--- src/hw/rtl/tcda_pkg.sv ---
// Shared types, constants and helpers for the tile color distance argmin block.
`default_nettype none

package tcda_pkg;

  localparam int MAX_CANDIDATES = 1024;
  localparam int FRAC_BITS      = 4;

  localparam int CH_W    = 8;
  localparam int SQ_W    = 2 * CH_W + 2;              // sum of three squared 8-bit deltas
  localparam int V_W     = SQ_W + 2 * FRAC_BITS;      // radicand with fraction bits
  localparam int ROOT_W  = V_W / 2;
  localparam int REM_W   = ROOT_W + 3;
  localparam int DIST_W  = ROOT_W + 1;

  localparam int IDX_W   = 10;
  localparam int SUM_W   = 25;
  localparam logic [SUM_W-1:0] SUM_MAX = {SUM_W{1'b1}};
  localparam int COUNT_CAP = (MAX_CANDIDATES - 1 < 1023) ? MAX_CANDIDATES - 1 : 1023;

  localparam int QDEPTH  = 32;
  localparam int QPTR_W  = $clog2(QDEPTH);
  localparam int QCNT_W  = $clog2(QDEPTH + 1);

  typedef struct packed {
    logic [CH_W-1:0] target_red;
    logic [CH_W-1:0] target_green;
    logic [CH_W-1:0] target_blue;
    logic [CH_W-1:0] tile_red;
    logic [CH_W-1:0] tile_green;
    logic [CH_W-1:0] tile_blue;
    logic            last_pixel;
    logic            last_candidate;
  } pix_t;

  typedef struct packed {
    logic [IDX_W-1:0] best_index;
    logic [SUM_W-1:0] best_diff;
  } result_t;

  // One finished pixel distance with its framing marks.
  typedef struct packed {
    logic [DIST_W-1:0] distance;
    logic              last_pixel;
    logic              last_candidate;
  } work_t;

  function automatic logic [CH_W-1:0] absdiff(input logic [CH_W-1:0] a,
                                              input logic [CH_W-1:0] b);
    absdiff = (a > b) ? a - b : b - a;
  endfunction

endpackage

`default_nettype wire

--- src/hw/rtl/tile_color_distance_argmin.sv ---
// Top level of the tile color distance argmin block: front end, queue and back end.
//
//   channel | direction | payload type      | handshake
//   pix     | in        | tcda_pkg::pix_t    | pix_valid / pix_ready
//   res     | out       | tcda_pkg::result_t | res_valid / res_ready
//
// Sustained rate is one pixel pair per cycle while a queue slot is free; the front end is a
// 15-stage pipeline (squares, 13 square root stages, rounding), each distance then passes
// through the registered queue, and the back end loads the result into its result register.
// Reset is synchronous and clears all control state; there is no clearing pass.
// The 32-entry queue absorbs stalls on the result side; pix_ready drops only once
// 32 pairs are held between the front end and the back end.
`default_nettype none

module tile_color_distance_argmin (
  input  wire logic              clk,
  input  wire logic              rst,
  input  wire logic              pix_valid,
  output logic                   pix_ready,
  input  wire tcda_pkg::pix_t    pix,
  output logic                   res_valid,
  input  wire logic              res_ready,
  output tcda_pkg::result_t      res
);

  logic             dst_valid;
  tcda_pkg::work_t  dst;
  logic             q_valid;
  logic             q_ready;
  tcda_pkg::work_t  q_item;

  tcda_front u_front (
    .clk       (clk),
    .rst       (rst),
    .pix_valid (pix_valid),
    .pix_ready (pix_ready),
    .pix       (pix),
    .q_pop     (q_valid && q_ready),
    .dst_valid (dst_valid),
    .dst       (dst)
  );

  tcda_queue u_queue (
    .clk        (clk),
    .rst        (rst),
    .push       (dst_valid),
    .push_item  (dst),
    .head_valid (q_valid),
    .head_ready (q_ready),
    .head_item  (q_item)
  );

  tcda_back u_back (
    .clk       (clk),
    .rst       (rst),
    .q_valid   (q_valid),
    .q_ready   (q_ready),
    .q_item    (q_item),
    .res_valid (res_valid),
    .res_ready (res_ready),
    .res       (res)
  );

endmodule

`default_nettype wire

--- src/hw/rtl/tcda_front.sv ---
// Front end: squared color deltas and a bit-per-stage pipelined rounded square root.
`default_nettype none

module tcda_front (
  input  wire logic            clk,
  input  wire logic            rst,
  input  wire logic            pix_valid,
  output logic                 pix_ready,
  input  wire tcda_pkg::pix_t  pix,
  input  wire logic            q_pop,
  output logic                 dst_valid,
  output tcda_pkg::work_t      dst
);

  localparam int NSTG = tcda_pkg::ROOT_W;

  logic [tcda_pkg::QCNT_W-1:0] used;
  logic [tcda_pkg::QCNT_W-1:0] used_next;
  logic                        accept;

  logic [tcda_pkg::CH_W-1:0] d_r, d_g, d_b;
  logic [2*tcda_pkg::CH_W-1:0] sq_r, sq_g, sq_b;
  logic [tcda_pkg::SQ_W-1:0] sq_sum;

  logic [NSTG:0]                stg_valid;
  logic [tcda_pkg::V_W-1:0]     stg_v    [NSTG+1];
  logic [tcda_pkg::ROOT_W-1:0]  stg_root [NSTG+1];
  logic [tcda_pkg::REM_W-1:0]   stg_rem  [NSTG+1];
  logic [NSTG:0]                stg_lp;
  logic [NSTG:0]                stg_lc;

  logic [tcda_pkg::REM_W-1:0]   rem_in   [NSTG];
  logic [tcda_pkg::REM_W-1:0]   trial    [NSTG];
  logic [NSTG-1:0]              bit_ok;

  logic                         rnd_up;

  // Every item inside the pipeline or in the queue holds one slot, so the queue never overflows.
  assign pix_ready = (used != tcda_pkg::QCNT_W'(tcda_pkg::QDEPTH));
  assign accept    = pix_valid && pix_ready;

  always_comb begin
    used_next = used;
    if (accept && !q_pop) begin
      used_next = used + 1'b1;
    end else if (!accept && q_pop) begin
      used_next = used - 1'b1;
    end
  end

  always_ff @(posedge clk) begin
    if (rst) begin
      used <= '0;
    end else begin
      used <= used_next;
    end
  end

  assign d_r    = tcda_pkg::absdiff(pix.target_red,   pix.tile_red);
  assign d_g    = tcda_pkg::absdiff(pix.target_green, pix.tile_green);
  assign d_b    = tcda_pkg::absdiff(pix.target_blue,  pix.tile_blue);
  assign sq_r   = (2*tcda_pkg::CH_W)'(d_r) * (2*tcda_pkg::CH_W)'(d_r);
  assign sq_g   = (2*tcda_pkg::CH_W)'(d_g) * (2*tcda_pkg::CH_W)'(d_g);
  assign sq_b   = (2*tcda_pkg::CH_W)'(d_b) * (2*tcda_pkg::CH_W)'(d_b);
  assign sq_sum = tcda_pkg::SQ_W'(sq_r) + tcda_pkg::SQ_W'(sq_g) + tcda_pkg::SQ_W'(sq_b);

  // Each stage brings down the next two radicand bits and settles one root bit.
  always_comb begin
    for (int k = 0; k < NSTG; k++) begin
      rem_in[k] = {stg_rem[k][tcda_pkg::REM_W-3:0], stg_v[k][tcda_pkg::V_W-1 -: 2]};
      trial[k]  = tcda_pkg::REM_W'({stg_root[k], 2'b01});
      bit_ok[k] = (rem_in[k] >= trial[k]);
    end
  end

  always_ff @(posedge clk) begin
    if (rst) begin
      stg_valid <= '0;
      dst_valid <= 1'b0;
    end else begin
      stg_valid <= {stg_valid[NSTG-1:0], accept};
      dst_valid <= stg_valid[NSTG];
    end
  end

  always_ff @(posedge clk) begin
    stg_v[0]    <= {sq_sum, {(2*tcda_pkg::FRAC_BITS){1'b0}}};
    stg_root[0] <= '0;
    stg_rem[0]  <= '0;
    stg_lp[0]   <= pix.last_pixel;
    stg_lc[0]   <= pix.last_candidate;
    for (int k = 0; k < NSTG; k++) begin
      stg_v[k+1]    <= stg_v[k] << 2;
      stg_root[k+1] <= {stg_root[k][tcda_pkg::ROOT_W-2:0], bit_ok[k]};
      stg_rem[k+1]  <= bit_ok[k] ? rem_in[k] - trial[k] : rem_in[k];
      stg_lp[k+1]   <= stg_lp[k];
      stg_lc[k+1]   <= stg_lc[k];
    end
    dst.distance       <= tcda_pkg::DIST_W'(stg_root[NSTG]) + tcda_pkg::DIST_W'(rnd_up);
    dst.last_pixel     <= stg_lp[NSTG];
    dst.last_candidate <= stg_lc[NSTG];
  end

  // The remainder is v - r*r; above r the true root lies nearer r+1.
  assign rnd_up = (stg_rem[NSTG] > tcda_pkg::REM_W'(stg_root[NSTG]));

  a_used_bound: assert property (@(posedge clk) disable iff (rst)
    used <= tcda_pkg::QCNT_W'(tcda_pkg::QDEPTH))
    else $error("front slot count above queue depth");

  a_inflight_counted: assert property (@(posedge clk) disable iff (rst)
    ($countones(stg_valid) + $countones(dst_valid)) <= used)
    else $error("items in the pipeline exceed held slots");

  a_no_pop_when_idle: assert property (@(posedge clk) disable iff (rst)
    q_pop |-> (used != '0))
    else $error("queue pop without any held slot");

endmodule

`default_nettype wire

--- src/hw/rtl/tcda_queue.sv ---
// Register queue that carries pixel distances from the front end to the back end.
`default_nettype none

module tcda_queue (
  input  wire logic             clk,
  input  wire logic             rst,
  input  wire logic             push,
  input  wire tcda_pkg::work_t  push_item,
  output logic                  head_valid,
  input  wire logic             head_ready,
  output tcda_pkg::work_t       head_item
);

  tcda_pkg::work_t               slots [tcda_pkg::QDEPTH];
  logic [tcda_pkg::QPTR_W-1:0]   wr_ptr;
  logic [tcda_pkg::QPTR_W-1:0]   rd_ptr;
  logic [tcda_pkg::QCNT_W-1:0]   count;
  logic                          pop;

  assign head_valid = (count != '0);
  assign head_item  = slots[rd_ptr];
  assign pop        = head_valid && head_ready;

  always_ff @(posedge clk) begin
    if (rst) begin
      wr_ptr <= '0;
      rd_ptr <= '0;
      count  <= '0;
    end else begin
      if (push) begin
        wr_ptr <= wr_ptr + 1'b1;
      end
      if (pop) begin
        rd_ptr <= rd_ptr + 1'b1;
      end
      if (push && !pop) begin
        count <= count + 1'b1;
      end else if (!push && pop) begin
        count <= count - 1'b1;
      end
    end
  end

  always_ff @(posedge clk) begin
    if (push) begin
      slots[wr_ptr] <= push_item;
    end
  end

  a_no_overflow: assert property (@(posedge clk) disable iff (rst)
    push |-> (count != tcda_pkg::QCNT_W'(tcda_pkg::QDEPTH)) || pop)
    else $error("queue written while full");

  a_count_bound: assert property (@(posedge clk) disable iff (rst)
    count <= tcda_pkg::QCNT_W'(tcda_pkg::QDEPTH))
    else $error("queue count above depth");

  a_ptr_gap: assert property (@(posedge clk) disable iff (rst)
    (count == '0 || count == tcda_pkg::QCNT_W'(tcda_pkg::QDEPTH)) |-> (wr_ptr == rd_ptr))
    else $error("queue pointers disagree with count");

endmodule

`default_nettype wire

--- src/hw/rtl/tcda_back.sv ---
// Back end: saturating per-candidate sum, running argmin and the result register.
`default_nettype none

module tcda_back (
  input  wire logic             clk,
  input  wire logic             rst,
  input  wire logic             q_valid,
  output logic                  q_ready,
  input  wire tcda_pkg::work_t  q_item,
  output logic                  res_valid,
  input  wire logic             res_ready,
  output tcda_pkg::result_t     res
);

  logic [tcda_pkg::SUM_W-1:0] running_sum;
  logic [tcda_pkg::SUM_W-1:0] best_sum;
  logic [tcda_pkg::IDX_W-1:0] best_candidate;
  logic [tcda_pkg::IDX_W-1:0] candidate_count;
  logic                       have_best;

  logic                       ends_block;
  logic                       pop;
  logic [tcda_pkg::SUM_W:0]   acc;
  logic [tcda_pkg::SUM_W-1:0] sum_sat;
  logic                       take;
  logic [tcda_pkg::SUM_W-1:0] win_sum;
  logic [tcda_pkg::IDX_W-1:0] win_idx;

  assign ends_block = q_item.last_pixel && q_item.last_candidate;
  // Only a block-closing transfer needs the result register free.
  assign q_ready    = !ends_block || !res_valid || res_ready;
  assign pop        = q_valid && q_ready;

  assign acc     = {1'b0, running_sum} + (tcda_pkg::SUM_W + 1)'(q_item.distance);
  assign sum_sat = acc[tcda_pkg::SUM_W] ? tcda_pkg::SUM_MAX : acc[tcda_pkg::SUM_W-1:0];
  assign take    = !have_best || (sum_sat < best_sum);
  assign win_sum = take ? sum_sat : best_sum;
  assign win_idx = take ? candidate_count : best_candidate;

  always_ff @(posedge clk) begin
    if (rst) begin
      running_sum     <= '0;
      best_sum        <= '0;
      best_candidate  <= '0;
      candidate_count <= '0;
      have_best       <= 1'b0;
      res_valid       <= 1'b0;
    end else begin
      if (res_valid && res_ready && !(pop && ends_block)) begin
        res_valid <= 1'b0;
      end
      if (pop) begin
        if (!q_item.last_pixel) begin
          running_sum <= sum_sat;
        end else begin
          running_sum <= '0;
          if (q_item.last_candidate) begin
            res_valid       <= 1'b1;
            best_sum        <= '0;
            best_candidate  <= '0;
            candidate_count <= '0;
            have_best       <= 1'b0;
          end else begin
            best_sum       <= win_sum;
            best_candidate <= win_idx;
            have_best      <= 1'b1;
            if (candidate_count < tcda_pkg::IDX_W'(tcda_pkg::COUNT_CAP)) begin
              candidate_count <= candidate_count + 1'b1;
            end
          end
        end
      end
    end
  end

  always_ff @(posedge clk) begin
    if (pop && ends_block) begin
      res.best_index <= win_idx;
      res.best_diff  <= win_sum;
    end
  end

  a_close_loads_result: assert property (@(posedge clk) disable iff (rst)
    (pop && ends_block) |=> res_valid)
    else $error("closing transfer did not load a result");

  a_close_clears_state: assert property (@(posedge clk) disable iff (rst)
    (pop && ends_block) |=> (candidate_count == '0) && !have_best && (running_sum == '0))
    else $error("state not cleared after a block closed");

  a_count_cap: assert property (@(posedge clk) disable iff (rst)
    candidate_count <= tcda_pkg::IDX_W'(tcda_pkg::COUNT_CAP))
    else $error("candidate count beyond its cap");

endmodule

`default_nettype wire
--- config.mk ---
export PLATFORM = sky130hd
export DESIGN_NAME = tile_color_distance_argmin
export DESIGN_NICKNAME = d
export VERILOG_FILES = /design/src/hw/rtl/tcda_pkg.sv /design/src/hw/rtl/tile_color_distance_argmin.sv /design/src/hw/rtl/tcda_front.sv /design/src/hw/rtl/tcda_queue.sv /design/src/hw/rtl/tcda_back.sv
export SDC_FILE = /design/constraint.sdc
export NUM_CORES = 2
export LEC_CHECK = 0
export ABC_AREA = 1
export BUFFER_PORTS_ARGS = -buffer_cell sky130_fd_sc_hd__buf_2
export CAP_MARGIN = 20
export CORE_MARGIN = 2
export CORE_UTILIZATION = 65
export CTS_BUF_LIST = sky130_fd_sc_hd__clkbuf_4
export CTS_CLUSTER_SIZE = 30
export DETAILED_ROUTE_END_ITERATION = 10
export PLACE_DENSITY = 0.82
export SLEW_MARGIN = 15
export SYNTH_ARGS = -nofsm -noshare
export SYNTH_HDL_FRONTEND = slang
export SYNTH_SLANG_ARGS = --single-unit
--- constraint.sdc ---
create_clock -name clk -period 11.3 [get_ports clk]
set_clock_uncertainty 0.15 [all_clocks]
set_input_delay 1.13 -clock clk [delete_from_list [all_inputs] [get_ports clk]]
set_output_delay 1.13 -clock clk [all_outputs]
set_load 0.1 [all_outputs]
# [After elaboration in Yosys (flattened, before gate mapping)]
# Memory sizes are Yosys's and may differ from the RTL's. A register that Yosys moved wholly into a read port is not among the register bits.
# Index checks and enable logic that the tools add are counted.
[word_totals] register_bits=188 ram_bits=1254 mem_count=4 out_inout_bits=37 wordCells=139 in_bits=54
[classes] eq_ne=1 muxes=37 n_reduce_logical=26 magnitude_cmp=19 n_addsub=30 mul=3
[mem_list] name="u_queue.slots" depth=32 width=16 read_ports=1 rd_ports_with_merged_regs=1 wr=1 line_no="tcda_queue.sv:14" text="tcda_pkg::work_t slots [tcda_pkg::QDEPTH];"
[mem_list] name="u_front.stg_v" depth=14 width=24 read_ports=13 rd_ports_with_merged_regs=0 wr=14 line_no="tcda_front.sv:26" text="logic [tcda_pkg::V_W-1:0] stg_v [NSTG+1];"
[mem_list] name="u_front.stg_rem" depth=14 width=16 read_ports=14 rd_ports_with_merged_regs=0 wr=14 line_no="tcda_front.sv:28" text="logic [tcda_pkg::REM_W-1:0] stg_rem [NSTG+1];"
[mem_list] name="u_front.stg_root" depth=14 width=13 read_ports=14 rd_ports_with_merged_regs=0 wr=14 line_no="tcda_front.sv:27" text="logic [tcda_pkg::ROOT_W-1:0] stg_root [NSTG+1];"
[op_table] op="$ge A16 B15 Y1" count=13
[op_table] op="$mux W16" count=13
[op_table] op="$sub A16 B15 Y16" count=13
[op_table] op="$mux W25" count=4
[op_table] op="$mul A8 B8 Y16" count=3
[op_table] op="$sub A8 B8 Y8" count=6
[op_table] op="$mux W10" count=4
[op_table] op="$add A25 B14 Y26" count=1
[op_table] op="$lt A25 B25 Y1" count=1
[op_table] op="$gt A8 B8 Y1" count=3
[op_table] op="$mux W6" count=4
[op_table] op="$mux W8" count=3
[op_table] op="$add A18 B16 Y18" count=1
[op_table] op="$add A16 B16 Y17" count=1
[op_table] op="$gt A16 B13 Y1" count=1
[op_table] op="$add A13 B1 Y14" count=1
[op_table] op="$add A6 B1 Y6 const B" count=2
[op_table] op="$sub A6 B1 Y6 const B" count=2
[op_table] op="$add A10 B1 Y10 const B" count=1
[op_table] op="$add A5 B1 Y5 const B" count=2
[op_table] op="$logic_and A1 B1 Y1" count=10
[op_table] op="$lt A10 B10 Y1 const B" count=1
[op_table] op="$mux W5" count=2
[op_table] op="$logic_not A1 Y1" count=7
[op_table] op="other kinds (7)" count=17

# [Longest topological paths before layout]
[depth] word_depth=12 ltp_mapped=49 mapped_depth_nobuf=49

# [Modules after synthesis]
# Synthesis repeated with hierarchy kept, for this count alone.
[unflattened] cells_unflattened=5851 hier_area_um2=53073.4
[by_module_without_submodules] module="tcda_front" seq_area_each_um2=8247.9 area_per_inst_um2=24826.3 cells_each=3082 instances=1
[by_module_without_submodules] module="tcda_queue" seq_area_each_um2=15795.1 area_per_inst_um2=21968.6 cells_each=1904 instances=1
[by_module_without_submodules] module="tcda_back" seq_area_each_um2=2492.4 area_per_inst_um2=6271.0 cells_each=863 instances=1
[by_module_without_submodules] module="tile_color_distance_argmin" seq_area_each_um2=0.0 area_per_inst_um2=7.5 cells_each=2 instances=1

# [Worst setup path before layout]
# Ideal clock, no wire load.
[synth_path] path_kind="in2reg" from="input pix[42] (netlist name)" to="memory u_front.stg_v[0][22] (netlist name)" t_required_ns=11.030 path_buffers=0 setup_time_ns=0.120 arrival_ns=10.276 stages=39 setup_slack_ns=0.755 cell_sequence="inv_1 -> ha_1 -> inv_1 -> fa_1 -> nand3_1 -> nand2_1 -> a21boi_2 -> o21ai_2 -> nand2_2 -> mux2i_1 -> xor2_1 -> inv_2 -> fa_1 -> inv_1 -> fa_1 -> fa_1 -> inv_1 -> fa_1 -> [... 3 more ...] -> inv_1 -> ha_1 -> a21oi_1 -> nand2_1 -> xor2_1 -> fa_1 -> fa_1 -> inv_1 -> fa_1 -> fa_1 -> ha_1 -> nand2_1 -> o21ai_0 -> a21boi_0 -> o21ai_0 -> nand3_1 -> o211ai_1 -> nand2_1"
[synth_rtl] item="from (decl)" line_no="tile_color_distance_argmin.sv:20" text="input wire tcda_pkg::pix_t pix,"
[synth_rtl] item="to (decl)" line_no="tcda_front.sv:26"

==> impl_metrics.ini <==
[logic_synthesis]
async_flop_share = 0
synth.avg_cell_area_um2 = 9.93
synth_area_um2 = 50200
synth_top_area_frac = 0.327
synth_cell_type_count = 64
syn-num-nets = 5545
synth_seq_cells = 1052
yosys.area.top_type = edfxtp_1
yosysMostFrequentCell = inv_1
synth-main-ff-cell = edfxtp_1
ys_seq_area_frac = 0.529
yosys-top-cells-count = 659 x inv_1, 612 x nor2_1, 578 x nand2_1, 547 x edfxtp_1, 505 x dfxtp_1
ys_top_cells_by_area = edfxtp_1 33%, dfxtp_1 20%, ha_1 7.6%
syn_inst = 5056
synth-edff-count = 547
yosys_warnings = 0

[worst_setup_path]
end_kind = flip-flop
worst_path_max_delay_cell = fa_1
worstPathArrival_ps = 10990
cpPeakStageDelay_ps = 550
crit_type = input port to flip-flop
worst_ep_required_time_ps = 12120
critPathMostFrequentCell = fa_1
cp_max_fo = 9
start_kind = input port

[floorplan]
die_x_um = 282
core.rowCount = 101
core-area_um2 = 76200
die_y_um = 282
die_area_um2 = 79500
io_pins = 91
start_util = 0.659

[placement]
portBuffers = 90
dpl_cell_area_um2 = 51700
hpwl_um = 75900
place.gp.congestion = 0.909

[sta]
hold_viol_final = 0
tightest_slew_ps = 1020
rsz0062_at_grt = false
period_needed_ps = 10170
slew_headroom = 0.318
period_share = 0.900
setup_tns_ps = 0
slew_viol_final = 0
setup_viol = 0
timing.hold.ws_ps = 153
max_freq_mhz = 98.3

[drt]
wl_met3_um = 10900
drt_iter0_drc = 3669
dr.pass1.iters = 6
vias_per_cell = 5.66
wirelength_um = 114000
wl_met2_um = 55400
drc = 0
antenna_left = 0
drt-wirelength-per-cell_um = 17.5
vias = 36900
m1WireLength_um = 43900
highest_layer = met5

[clock_tree]
clk_pin_slew_ps = 80
cts_root_buf = clkbuf_4
cts_buffers = 239
clock-sinks = 1052
cts_tree = done
clk_latency_ps = 1090
cts-resized-gates = 0
cts-htree-levels = 4
cts_max_path_buffers = 3

[global_route]
grt_use_total = 0.288
grt_pass1_wl_um = 181000
grt_overflow_total = 0
grt_max_degree = 182
antenna_found_initial = 9
grt_pass1_vias = 36600

[final_layout]
drive_above_1_share = 0.111
finish.utilization = 0.721
layout.nets = 5776
design_area_um2 = 55000
area_growth_pct = 9.52

[flow_run]
maxCapViolCount = 0

[worst_hold_path]
hold_class = flip-flop to flip-flop

[run_status]
status = complete, no violations
[placed cells by master (no fill, tap or decap), types with 5 or more instances in the layout]
master,netlist,layout
inv_1,659,657
nor2_1,612,612
nand2_1,578,578
edfxtp_1,547,547
dfxtp_1,505,497
o21ai_0,411,410
clkbuf_4,0,348
ha_1,305,305
a21oi_1,277,277
nand3_1,192,192
xor2_1,133,133
fa_1,130,130
o221ai_1,115,115
buf_2,31,89
clkinv_1,1,66
xnor2_1,65,65
buf_4,12,59
nor3_1,46,43
and2_1,41,41
o21ai_1,33,34
nand4_1,27,27
a31oi_1,25,25
o22ai_1,22,22
nor4_1,19,19
clkinv_2,1,16
a32oi_1,14,14
or2_2,12,12
o21bai_1,11,11
a21o_1,11,11
inv_2,9,9
nor2_2,7,7
o21a_1,7,7
o31ai_1,7,7
o211ai_1,7,7
nand2_2,6,6
nand3b_1,6,6
dfxtp_2,0,6
nand2_4,5,5
inv_6,0,5
[cell families after synthesis]
logic type      Yosys count  share of synthesized area
flops                  1052                      0.529
mux                       7                    0.00147
simple gates           1567                      0.132
buf+inv                 837                     0.0652
fa+ha+maj               435                      0.128
compound gates          958                      0.110
xor+xnor                199                     0.0349
other cells               1                  0.0000747
[flip-flops by register name, summed over array words and instances, names as in the netlist, 16 cells and up, named ones only]
name                flops
u_front.stg_root       91
u_back.res             35
u_front.stg_v          90
u_back.running_sum     25
u_front.dst            16
u_queue.slots         512
u_front.stg_rem       166
u_back.best_sum        25
[worst paths after layout]
kind / startpoint / endpoint / slack (ps) / cells past startpoint
max: pix[42] / u_front.stg_v[0][22]$_DFF_P_ / 1130 / 42
min: u_front.stg_lc[1]$_DFF_P_ / u_front.stg_lc[2]$_DFF_P_ / 150 / 0
max reg2reg: flip-flop / u_back.res[0]$_DFFE_PP_ / 2840 / 28
min reg2reg: u_front.stg_lc[1]$_DFF_P_ / u_front.stg_lc[2]$_DFF_P_ / 150 / 0
[routing by layer]
layer	track usage	up-vias
li1	-	17700
met1	0.354	17300
met2	0.490	1676
met3	0.0715	300
met4	0.113	6
met5	0	-
[final cells by class]
cell class	instances	area [um2]
tap	1030	1290
sequential	1052	26600
inverter	670	2520
timing repair buffer	157	1050
clock buffer	348	2610
multi-input combinational	3167	20400
clock inverter	95	542
antenna	3	7.51
fill	5238	21200
[stage by stage]
step | worst slack (ps) | cells
floorplan | 755 | 5056
finish | 1130 | 6522
global placement | 303 | 6069
CTS | 1290 | 6514
detailed placement | 126 | 6069
global route | 532 | 6522
[critical path: cells and delay by family]
kind                     cells  cell delay [ps]
AO/OA/AOI/OAI                7             1400
XOR/XNOR                     1              180
AND/OR/NAND/NOR             11             1340
adder cells (fa/ha/maj)     14             6320
buffers and inverters        9              630
[repair_timing]
| action | 4_1_cts | 5_1_grt |
|---|---|---|
| buffers inserted | 0 | 0 |
| endpoints found under the hold margin | 2 | 0 |
| hold buffers | 2 | 0 |
Power is left out: the tool's default activity adds up to more than one toggle a clock period on the data nets, which glitch-free logic cannot reach.
